===== config.mk =====
export PLATFORM = sky130hd
export DESIGN_NAME = packet_block_check_core
export DESIGN_NICKNAME = d
export VERILOG_FILES = /design/src/rtl/core/pbc_pkg.sv /design/src/rtl/core/pbc_check.sv /design/src/rtl/core/pbc_fifo.sv /design/src/rtl/core/packet_block_check_core.sv
export SDC_FILE = /design/constraint.sdc
export NUM_CORES = 1
export LEC_CHECK = 0
export BUFFER_PORTS_ARGS = -buffer_cell sky130_fd_sc_hd__buf_2
export CORE_MARGIN = 3
export CORE_UTILIZATION = 55
export CTS_CLUSTER_DIAMETER = 80
export DETAILED_ROUTE_END_ITERATION = 12
export HOLD_SLACK_MARGIN = 0.03
export PLACE_DENSITY = 0.78
export SYNTH_ARGS = -nofsm -noshare
export SYNTH_HDL_FRONTEND = slang
export SYNTH_HIERARCHICAL = 1
export SYNTH_SLANG_ARGS = --single-unit

===== constraint.sdc =====
create_clock -name i_clk -period 12.04 [get_ports i_clk]
set_input_delay 2.408 -clock i_clk [delete_from_list [all_inputs] [get_ports i_clk]]
set_output_delay 2.408 -clock i_clk [all_outputs]
set_load 0.01 [all_outputs]

===== src/rtl/core/pbc_pkg.sv =====
// Shared types, constants and CRC nibble tables for the packet block check core.
package pbc_pkg;

    localparam int unsigned PBC_MAX_RES    = 3;
    localparam int unsigned PBC_FIFO_DEPTH = 4;
    localparam int unsigned PBC_PTR_W      = $clog2(PBC_FIFO_DEPTH);
    localparam int unsigned PBC_CNT_W      = $clog2(PBC_FIFO_DEPTH + 1);
    localparam int unsigned PBC_NUM_W      = $clog2(PBC_MAX_RES + 1);

    localparam logic [7:0] PBC_CHAR_OFFSET = 8'h21;

    // check_type codes
    localparam logic [1:0] CHK_NONE  = 2'd0;
    localparam logic [1:0] CHK_SUM6  = 2'd1;
    localparam logic [1:0] CHK_SUM12 = 2'd2;
    localparam logic [1:0] CHK_CRC16 = 2'd3;

    // configuration register indexes
    localparam logic REG_CHECK_TYPE = 1'b0;
    localparam logic REG_SEVEN_BIT  = 1'b1;

    typedef struct packed {
        logic [7:0] data_byte;
        logic       last_byte;
    } t_in_word;

    typedef struct packed {
        logic [7:0] check_char;
        logic       last_char;
    } t_out_word;

    // words produced by one accepted input word, w[0] goes out first
    typedef struct packed {
        logic [PBC_NUM_W-1:0]           num;
        t_out_word [PBC_MAX_RES-1:0]    w;
    } t_push;

    function automatic logic [15:0] crc_hi_nib(input logic [3:0] n);
        logic [15:0] v;
        case (n)
            4'd0:    v = 16'o000000;
            4'd1:    v = 16'o010201;
            4'd2:    v = 16'o020402;
            4'd3:    v = 16'o030603;
            4'd4:    v = 16'o041004;
            4'd5:    v = 16'o051205;
            4'd6:    v = 16'o061406;
            4'd7:    v = 16'o071607;
            4'd8:    v = 16'o102010;
            4'd9:    v = 16'o112211;
            4'd10:   v = 16'o122412;
            4'd11:   v = 16'o132613;
            4'd12:   v = 16'o143014;
            4'd13:   v = 16'o153215;
            4'd14:   v = 16'o163416;
            4'd15:   v = 16'o173617;
            default: v = 16'o000000;
        endcase
        return v;
    endfunction

    function automatic logic [15:0] crc_lo_nib(input logic [3:0] n);
        logic [15:0] v;
        case (n)
            4'd0:    v = 16'o000000;
            4'd1:    v = 16'o010611;
            4'd2:    v = 16'o021422;
            4'd3:    v = 16'o031233;
            4'd4:    v = 16'o043044;
            4'd5:    v = 16'o053655;
            4'd6:    v = 16'o062466;
            4'd7:    v = 16'o072277;
            4'd8:    v = 16'o106110;
            4'd9:    v = 16'o116701;
            4'd10:   v = 16'o127532;
            4'd11:   v = 16'o137323;
            4'd12:   v = 16'o145154;
            4'd13:   v = 16'o155745;
            4'd14:   v = 16'o164576;
            4'd15:   v = 16'o174367;
            default: v = 16'o000000;
        endcase
        return v;
    endfunction

    function automatic logic [7:0] encode6(input logic [5:0] v);
        return {2'b00, v} + PBC_CHAR_OFFSET;
    endfunction

endpackage


===== src/rtl/core/pbc_check.sv =====
// Running sum / CRC-16 state, config registers and check character generation.
module pbc_check (
    input  logic              i_clk,
    input  logic              i_rst_n,
    input  logic              i_accept,
    input  pbc_pkg::t_in_word i_word,
    input  logic              i_cfg_we,
    input  logic              i_cfg_idx,
    input  logic [1:0]        i_cfg_data,
    output pbc_pkg::t_push    o_push
);
    import pbc_pkg::*;

    logic [1:0]  r_check_type;
    logic        r_seven_bit;
    logic [11:0] r_sum, n_sum;
    logic [15:0] r_crc, n_crc;
    logic        r_ended, n_ended;

    logic [7:0]  masked;
    logic [7:0]  crc_idx;
    logic [15:0] crc_upd;
    logic        take;
    logic [11:0] sum_upd;
    logic [15:0] crc_fin;
    logic [11:0] sum_fin;
    logic [5:0]  fold6;

    always_comb begin
        masked  = r_seven_bit ? {1'b0, i_word.data_byte[6:0]} : i_word.data_byte;
        crc_idx = r_crc[7:0] ^ masked;
        crc_upd = {8'h00, r_crc[15:8]} ^ crc_hi_nib(crc_idx[7:4]) ^ crc_lo_nib(crc_idx[3:0]);
        // a zero byte ends the packet; the full byte decides, not the masked one
        take    = !r_ended && (i_word.data_byte != 8'h00);
        sum_upd = r_sum + {4'h0, i_word.data_byte};
        sum_fin = take ? sum_upd : r_sum;
        crc_fin = take ? crc_upd : r_crc;
        fold6   = {4'h0, sum_fin[7:6]} + sum_fin[5:0];

        n_sum   = r_sum;
        n_crc   = r_crc;
        n_ended = r_ended;
        o_push  = '0;
        if (i_accept) begin
            if (i_word.last_byte) begin
                n_sum   = '0;
                n_crc   = '0;
                n_ended = 1'b0;
                case (r_check_type)
                    CHK_SUM6: begin
                        o_push.num = PBC_NUM_W'(1);
                        o_push.w[0] = '{check_char: encode6(fold6), last_char: 1'b1};
                    end
                    CHK_SUM12: begin
                        o_push.num = PBC_NUM_W'(2);
                        o_push.w[0] = '{check_char: encode6(sum_fin[11:6]), last_char: 1'b0};
                        o_push.w[1] = '{check_char: encode6(sum_fin[5:0]), last_char: 1'b1};
                    end
                    CHK_CRC16: begin
                        o_push.num = PBC_NUM_W'(3);
                        o_push.w[0] = '{check_char: encode6({2'b00, crc_fin[15:12]}),
                                        last_char: 1'b0};
                        o_push.w[1] = '{check_char: encode6(crc_fin[11:6]), last_char: 1'b0};
                        o_push.w[2] = '{check_char: encode6(crc_fin[5:0]), last_char: 1'b1};
                    end
                    default: begin
                        o_push.num = '0;
                    end
                endcase
            end else begin
                n_sum   = sum_fin;
                n_crc   = crc_fin;
                n_ended = r_ended | (i_word.data_byte == 8'h00);
            end
        end
    end

    always_ff @(posedge i_clk) begin
        if (!i_rst_n) begin
            r_check_type <= CHK_SUM6;
            r_seven_bit  <= 1'b0;
            r_sum        <= '0;
            r_crc        <= '0;
            r_ended      <= 1'b0;
        end else begin
            r_sum   <= n_sum;
            r_crc   <= n_crc;
            r_ended <= n_ended;
            if (i_cfg_we) begin
                case (i_cfg_idx)
                    REG_CHECK_TYPE: r_check_type <= i_cfg_data;
                    REG_SEVEN_BIT:  r_seven_bit  <= i_cfg_data[0];
                    default:        r_seven_bit  <= r_seven_bit;
                endcase
            end
        end
    end

endmodule


===== src/rtl/core/pbc_fifo.sv =====
// Small result queue taking up to three check words per cycle, draining one.
module pbc_fifo (
    input  logic                             i_clk,
    input  logic                             i_rst_n,
    input  pbc_pkg::t_push                   i_push,
    input  logic                             i_pop,
    output pbc_pkg::t_out_word               o_word,
    output logic                             o_valid,
    output logic [pbc_pkg::PBC_CNT_W-1:0]    o_count
);
    import pbc_pkg::*;

    t_out_word             r_mem [PBC_FIFO_DEPTH];
    logic [PBC_PTR_W-1:0]  r_rd;
    logic [PBC_PTR_W-1:0]  r_wr;
    logic [PBC_CNT_W-1:0]  r_count;

    assign o_word  = r_mem[r_rd];
    assign o_valid = (r_count != '0);
    assign o_count = r_count;

    always_ff @(posedge i_clk) begin
        for (int k = 0; k < PBC_MAX_RES; k++) begin
            if (PBC_NUM_W'(k) < i_push.num) begin
                r_mem[r_wr + PBC_PTR_W'(k)] <= i_push.w[k];
            end
        end
    end

    always_ff @(posedge i_clk) begin
        if (!i_rst_n) begin
            r_rd    <= '0;
            r_wr    <= '0;
            r_count <= '0;
        end else begin
            r_wr    <= r_wr + PBC_PTR_W'(i_push.num);
            r_count <= r_count + PBC_CNT_W'(i_push.num) - PBC_CNT_W'(i_pop);
            if (i_pop) begin
                r_rd <= r_rd + PBC_PTR_W'(1);
            end
        end
    end

endmodule


===== src/rtl/core/packet_block_check_core.sv =====
// Packet block check core: running 12-bit sum and reflected CRC-16 with printable check words.
// Takes one packet byte per cycle; sum and CRC update in the same cycle, and a zero byte
// ends the packet so later bytes are ignored until the last one. The last byte produces
// none, one, two or three check words (by check_type) into a four-entry result queue that
// drains one word per cycle while the output is not stalled. Input is stalled while the queue holds
// more than one word, so with the CRC check selected the queue has to drain back to one word
// before the next byte is taken. Configuration must be written by the user through the plain write
// port only while idle; the block itself does not enforce it.
module packet_block_check_core (
    input  logic                i_clk,
    input  logic                i_rst_n,
    input  logic                i_in_valid,
    output logic                o_in_stall,
    input  pbc_pkg::t_in_word   i_in_word,
    output logic                o_out_valid,
    input  logic                i_out_stall,
    output pbc_pkg::t_out_word  o_out_word,
    input  logic                i_cfg_we,
    input  logic                i_cfg_idx,
    input  logic [1:0]          i_cfg_data
);
    import pbc_pkg::*;

    logic                  in_accept;
    logic                  out_pop;
    t_push                 push;
    logic [PBC_CNT_W-1:0]  q_count;

    // room for a full set of check words must exist before a word is taken
    assign o_in_stall = (q_count > PBC_CNT_W'(PBC_FIFO_DEPTH - PBC_MAX_RES));
    assign in_accept  = i_in_valid && !o_in_stall;
    assign out_pop    = o_out_valid && !i_out_stall;

    pbc_check u_check (
        .i_clk      (i_clk),
        .i_rst_n    (i_rst_n),
        .i_accept   (in_accept),
        .i_word     (i_in_word),
        .i_cfg_we   (i_cfg_we),
        .i_cfg_idx  (i_cfg_idx),
        .i_cfg_data (i_cfg_data),
        .o_push     (push)
    );

    pbc_fifo u_fifo (
        .i_clk   (i_clk),
        .i_rst_n (i_rst_n),
        .i_push  (push),
        .i_pop   (out_pop),
        .o_word  (o_out_word),
        .o_valid (o_out_valid),
        .o_count (q_count)
    );

    a_count_bound: assert property (@(posedge i_clk) disable iff (!i_rst_n)
        q_count <= PBC_CNT_W'(PBC_FIFO_DEPTH))
        else $error("result queue count above depth");

    a_push_shows: assert property (@(posedge i_clk) disable iff (!i_rst_n)
        (push.num != '0) |=> o_out_valid)
        else $error("pushed check word not presented");

    a_push_only_on_last: assert property (@(posedge i_clk) disable iff (!i_rst_n)
        (push.num != '0) |-> (in_accept && i_in_word.last_byte))
        else $error("check words pushed without an accepted last byte");

endmodule

==> results of run 1 <==
## how the worst min path moves through the flow
| stage | from | endpoint |
|---|---|---|
| CTS | u_check/r_seven_bit | u_check/r_seven_bit |
| detailed placement | u_check/r_seven_bit | u_check/r_seven_bit |
| finish | u_check/r_seven_bit | u_check/r_seven_bit |
| floorplan | u_check/r_seven_bit | u_check/r_seven_bit |
| global placement | u_check/r_seven_bit | u_check/r_seven_bit |
| global route | u_check/r_seven_bit | u_check/r_seven_bit |
## registers in the layout (all words and copies together), names as in the netlist, named ones only
name                  cells
u_fifo/r_mem             36
u_fifo/o_count            3
u_check/r_ended           1
u_fifo/r_rd               2
u_check/r_check_type      2
u_fifo/r_wr               2
u_check/r_sum            12
u_check/r_crc            16
u_check/r_seven_bit       1
## metrics by stage
stage	cells	cell area, µm²
3_5_place_dp	801	5894
6_report	817	6096
4_1_cts	817	6096
3_3_place_gp	801	5894
5_1_grt	817	6096
2_1_floorplan	678	5777
## synth_stat cells, drive strengths merged (3+ instances only)
| master | instances |
|---|---|
| xnor2 | 42 |
| a21o | 8 |
| nor3b | 4 |
| a31oi | 39 |
| nand4 | 3 |
| and3 | 3 |
| nand3b | 4 |
| inv | 32 |
| o21ai | 14 |
| a21oi | 35 |
| nor2 | 72 |
| and2 | 24 |
| nor4 | 3 |
| nand2 | 101 |
| o22ai | 10 |
| or3 | 3 |
| o211ai | 3 |
| nand2b | 3 |
| a22oi | 10 |
| edfxtp | 36 |
| mux4 | 11 |
| xor2 | 15 |
| clkbuf | 16 |
| nor2b | 29 |
| dfxtp | 41 |
| buf | 23 |
| ha | 18 |
| mux2 | 4 |
| nand3 | 13 |
| a211oi | 6 |
| fa | 3 |
| mux2i | 10 |
| nor3 | 9 |
## layout make-up
class	count	area share, %
Timing Repair Buffer	29	2.463
Tap cell	133	2.730
Sequential cell	77	31.20
Multi-Input combinational cell	530	58.33
Clock inverter	7	1.273
Inverter	32	1.970
Clock buffer	9	2.032
## cell families (layout without fill, tap and decap cells)
kind of cell    after synthesis  in the layout  share of synthesized area [%]
simple gates                280            280                          23.77
mux                          25             25                          6.875
buf+inv                      71             77                          5.856
flops                        77             77                          32.96
xor+xnor                     59             59                          9.434
fa+ha+maj                    21             21                          4.945
other cells                   1              3                        0.06500
compound gates              142            142                          16.09
## where the power goes
group	total, mW	leakage (nW)	switching [mW]	internal [mW]
clock	0.207	0.101	0.109	0.0984
sequential	0.338	0.668	0.0321	0.306
combinational	0.431	1.65	0.240	0.192
## critical path: cells and delay by family
family / cells / cell delay (ns)
simple gates: 2 / 0.20
xor+xnor: 3 / 0.58
buf+inv: 3 / 0.30
fa+ha+maj: 4 / 1.31
compound gates: 6 / 1.81
## cell usage in the layout (no fill, tap or decap), types with 4 or more instances in the layout
cell,count
nand3b_1,4
a21o_1,7
nor2_1,72
buf_2,27
nor3_1,9
and2_1,24
clkbuf_8,9
edfxtp_1,36
xnor2_1,42
inv_6,4
ha_1,18
nand3_1,13
a21oi_1,34
mux2i_1,10
nor2b_1,29
o22ai_1,10
xor2_1,15
nand2_1,101
mux4_2,11
a22oi_1,10
a31oi_1,39
inv_1,32
a211oi_1,4
dfxtp_1,41
o21ai_0,13
## layer usage
layer	GRT usage (%)	part of all wire, %	up-vias	wire, µm
met2	42.54	48	247	6932
met4	14.07	3.8	0	559
li1	-	-	2382	-
met1	32.26	41	2364	6015
met3	4.000	7.1	54	1031
met5	0	0	-	0
==> flow_metrics.py, run 1 <==
metrics = {
    "worst_setup_path": {
        "r2r_setup_slack_ns": 7.48,
        "rr_worst_depth": 17,
        "cp_max_fo": 4,
        "setup.worst_path.end_class": "flop",
        "crit_chain": "buf_2, ha_1, fa_1, a21o_1, a221oi_1, xnor2_1, a21oi_1, inv_1, ha_1, inv_1, fa_1, xor2_1, a221oi_2, xnor2_1, nand3b_1, a21oi_1, nand2_1, a31oi_1",
        "setup.worst_path.end": "u_fifo/r_mem[2][3]",
        "crit_start": "i_in_word[1]",
        "r2r_end": "u_fifo/r_mem[2][3]",
        "critPathMaxStageDelay_ns": 0.52,
        "path_class": "input pin to flop",
        "cp_slowest_cell": "a221oi_2",
        "crit_required_ns": 12.22,
        "r2r_start": "u_check/r_sum[0]",
        "arrival_ns": 6.61,
        "crit_path_start_kind": "input pin",
    },
    "clock_tree": {
        "cts_tree": "built",
        "clk_pin_slew_ns": 0.09,
        "clockRootBuffer": "clkbuf_8",
        "post_cts_resized": 0,
        "cts_hold_buf": 0,
        "clock-sinks": 77,
        "numCtsBuffers": 9,
        "worstSkewPairLatency_ns": 0.37,
        "postCtsSetupBuffers": 0,
        "cts_max_path_buffers": 2,
        "htreeDepth": 3,
    },
    "floorplan": {
        "fp.dieH_um": 108.4,
        "core_area_um2": 10000,
        "die_area_um2": 11750,
        "die_w_um": 108.4,
        "io-pin-count": 28,
        "start_util_pct": 57.70,
        "row_count": 36,
    },
    "sta": {
        "maxSlewViolCount": 0,
        "setup_viol": 0,
        "worst_pin_slew_ns": 1.150,
        "skew_ns": 0.01915,
        "fin_crit_sh_pct": 53.40,
        "rsz0062_at_grt": "false",
        "fin_tns_setup_ns": 0,
        "relSlewSlack_pct": 23.32,
        "fin_ws_ns": 5.611,
        "period_needed_ns": 6.429,
        "max_freq_ghz": 0.1555,
        "worst_hold_slack_ns": 0.4979,
        "hold_viol": 0,
    },
    "detailed_routing": {
        "drt_pass1_iterations": 5,
        "viasPerCell": 6.177,
        "drtAntennaViolNets": 0,
        "drtIter0Drc": 394,
        "drc": 0,
        "wirelength_mm": 14.54,
        "via_count": 5047,
        "avgRoutedWirePerCell_um": 17.80,
    },
    "synthesis": {
        "synth_edf_count": 36,
        "ys_ff_latch": 77,
        "ys_warn_count": 6,
        "synth_top_cell_by_area": "edfxtp_1",
        "yosysUniqueCellTypes": 65,
        "ys_async_sr_fraction_pct": 0,
        "synthFlopType": "dfxtp_1",
        "synth_top_area_share_pct": 18.74,
        "syn_inst": 676,
        "synth-seq-area-share_pct": 32.96,
        "synth_area_leaders": "edfxtp_1 (19%), dfxtp_1 (14%), nand2_1 (6.6%)",
        "syn_area_um2": 5769,
        "avgSynthCellArea_um2": 8.534,
    },
    "grt": {
        "antenna_found_initial": 0,
        "grt.overflow.total": 0,
        "grt_first_pass_wirelength_mm": 23.54,
        "grt_max_degree": 41,
        "grt_use_total_pct": 25.76,
        "grt_pass1_vias": 4817,
    },
    "pwr": {
        "total_power_uw": 977.3,
        "vdd_ir_drop_max_mv": 0.07771,
        "leakage_nw": 2.421,
        "p_per_area_nw_per_um2": 160.3,
    },
    "finish": {
        "seqCellArea_um2": 1902,
        "final_util_pct": 60.96,
        "post_route_cells_drive_above_1_share_pct": 10.96,
        "antenna_cells": 0,
        "multi_input_area_um2": 3556,
        "fillCellCount": 842,
        "final_nets": 717,
        "area_delta_synth_final_pct": 5.660,
    },
    "min_path": {
        "holdPathStages": 2,
        "hold_class": "flop to flop",
    },
    "place": {
        "hpwlAfterDp_mm": 10.20,
        "pre_cts_slack_ns": 5.361,
        "io_buffers": 27,
        "gp_congestion": 0.9062,
    },
    "run": {
        "drv_cap": 0,
    },
    "outcome": {
        "status": "finished clean",
    },
}
Power figures use the tool's default switching activity.
==> run 2: changes to the inputs <==
--- a/config.mk
+++ b/config.mk
@@ -11,7 +11,7 @@
 export CTS_CLUSTER_DIAMETER = 80
 export DETAILED_ROUTE_END_ITERATION = 12
 export HOLD_SLACK_MARGIN = 0.03
-export PLACE_DENSITY = 0.78
+export PLACE_DENSITY = 0.8
 export SYNTH_ARGS = -nofsm -noshare
 export SYNTH_HDL_FRONTEND = slang
 export SYNTH_HIERARCHICAL = 1
==> constraint.sdc (replaced) <==
create_clock -name i_clk -period 5.25 [get_ports i_clk]
set_input_delay 1.05 -clock i_clk [delete_from_list [all_inputs] [get_ports i_clk]]
set_output_delay 1.05 -clock i_clk [all_outputs]
set_load 0.01 [all_outputs]
==> run 2 against run 1 <==
Net effect:
- register-to-register slack worse by 6.6 ns
- die area unchanged
- first-iteration DRC count down 0.76%
- cell area up 1.7%
- hold slack better by 0.0023 ns
- sequential power up 130%
- sequential share of layout area down 0.53 points
- combinational power up 130%
==> flow_metrics.py, run 2 (synthesis gave the netlist of run 1 again) <==
metrics = {
    "outcome": {
        "status": "finished clean",
    },
    "sta": {
        "setup_viol": 0,
        "fin_crit_sh_pct": 93.45,
        "hold_viol": 0,
        "rsz0062_at_grt": "false",
        "worst_hold_slack_ns": 0.5001,
        "skew_ns": 0.009301,
        "max_freq_ghz": 0.2038,
        "fin_ws_ns": 0.3439,
        "worst_pin_slew_ns": 0.8590,
        "relSlewSlack_pct": 42.40,
        "maxSlewViolCount": 0,
        "period_needed_ns": 4.906,
    },
    "clock_tree": {
        "clk_pin_slew_ns": 0.09,
        "clockRootBuffer": "clkbuf_8",
        "htreeDepth": 3,
        "cts_tree": "built",
        "worstSkewPairLatency_ns": 0.37,
        "clock-sinks": 77,
        "numCtsBuffers": 9,
        "cts_max_path_buffers": 2,
    },
    "pwr": {
        "p_per_area_nw_per_um2": 372.7,
        "vdd_ir_drop_max_mv": 0.1777,
        "total_power_mw": 2.311,
        "leakage_nw": 2.486,
    },
    "detailed_routing": {
        "drt_pass1_iterations": 5,
        "viasPerCell": 6.160,
        "drc": 0,
        "avgRoutedWirePerCell_um": 17.98,
        "drtAntennaViolNets": 0,
        "drtIter0Drc": 391,
        "wirelength_mm": 14.87,
        "via_count": 5094,
    },
    "worst_setup_path": {
        "critPathMaxStageDelay_ns": 0.45,
        "crit_chain": "buf_2, ha_1, fa_1, a21o_1, a221oi_1, xnor2_1, a21oi_1, inv_1, ha_1, inv_1, fa_1, xor2_1, a221oi_4, nor2_1, xor2_1, o22ai_1, nand2_1, a31oi_1",
        "setup.worst_path.end_class": "flop",
        "path_class": "input pin to flop",
        "arrival_ns": 5.10,
        "r2r_start": "u_check/r_sum[0]",
        "crit_required_ns": 5.45,
        "crit_start": "i_in_word[1]",
        "crit_path_start_kind": "input pin",
        "cp_max_fo": 4,
        "cp_slowest_cell": "fa_1",
    },
    "grt": {
        "grt_use_total_pct": 26.12,
        "grt_first_pass_wirelength_mm": 23.85,
        "grt.overflow.total": 0,
        "antenna_found_initial": 0,
        "grt_max_degree": 41,
        "grt_pass1_vias": 4879,
    },
    "finish": {
        "post_route_cells_drive_above_1_share_pct": 11.96,
        "reg_top3": "u_fifo/r_mem (36), u_check/r_crc (16), u_check/r_sum (12)",
        "fillCellCount": 874,
        "final_common_cell": "nand2_1",
        "final_util_pct": 62.01,
        "area_delta_synth_final_pct": 7.482,
        "stdcell_count": 827,
        "final_nets": 727,
        "antenna_cells": 0,
        "layout_common_cells": "nand2_1 (101), nor2_1 (72), xnor2_1 (42), dfxtp_1 (41), a31oi_1 (39)",
        "largest_reg_flops": 36,
        "regMostFlops": "u_fifo/r_mem",
    },
    "floorplan": {
        "core_area_um2": 10000,
        "start_util_pct": 57.70,
        "die_area_um2": 11750,
        "fp.dieH_um": 108.4,
        "row_count": 36,
        "io-pin-count": 28,
        "die_w_um": 108.4,
    },
    "min_path": {
        "hold_class": "flop to flop",
        "min-delay-start": "u_check/r_seven_bit",
    },
    "place": {
        "gp_congestion": 0.8935,
        "place_inst": 811,
        "pre_cts_slack_ns": -0.02444,
        "io_buffers": 27,
        "hpwlAfterDp_mm": 10.40,
    },
    "run": {
        "drv_cap": 0,
    },
}
run 2: changes by cell type in the layout (fill, tap and decap cells not counted), sizes merged:
cell / before / now
bufinv: 1 / 2
clkinv: 1 / 2
buf: 29 / 39
clkinvlp: 1 / 0
inv: 36 / 35
run 2: final timing paths:
path,endpoint,slack (ns),depth (start not counted)
worst max-delay path,u_fifo/r_mem[0][4],0.34,18
worst min-delay path,u_check/r_seven_bit,0.50,2
worst max register to register,u_fifo/r_mem[0][4],0.85,17
worst min register to register,u_check/r_seven_bit,0.50,2
run 2: per-stage QoR:
stage | area (µm²) | TNS (ns)
floorplan | 5777 | 0
global placement | 5959 | 0
detailed placement | 5959 | -0.03028
CTS | 6190 | 0
global route | 6201 | 0
finish | 6201 | 0
run 2: where the power goes:
group / switching [mW] / total (mW) / internal (mW)
Combinational: 0.555 / 1.01 / 0.454
Clock: 0.249 / 0.525 / 0.276
Sequential: 0.0740 / 0.776 / 0.702
run 2: what timing repair did:
item,CTS,global route
setup buffers,0,0
hold buffers,0,0
endpoints found under the setup margin,0,3
gates resized for setup,0,1
run 2: critical path: cells and delay by family:
kind | cells | cell delay [ns]
compound gates | 6 | 1.65
fa+ha+maj | 4 | 1.30
xor+xnor | 3 | 0.54
buf+inv | 3 | 0.32
simple gates | 2 | 0.23
run 2: routing by layer:
layer | vias to the layer above | global-route usage [%] | share of wire, % | wire length (µm)
met5 | - | 0 | 0 | 0
met4 | 0 | 14.16 | 4.4 | 658
met3 | 72 | 4.358 | 8.3 | 1234
met2 | 270 | 43.07 | 47 | 7000
met1 | 2355 | 32.60 | 40 | 5972
li1 | 2397 | - | - | -
run 2: final cells by class:
class	instances	area (µm²)	area share, %
inverter	32	120.1	1.937
clock buffer	9	123.9	1.998
multi-input combinational	530	3557	57.36
sequential	77	1902	30.67
tap	133	166.4	2.684
timing repair buffer	39	225.2	3.632
clock inverter	7	106.4	1.715
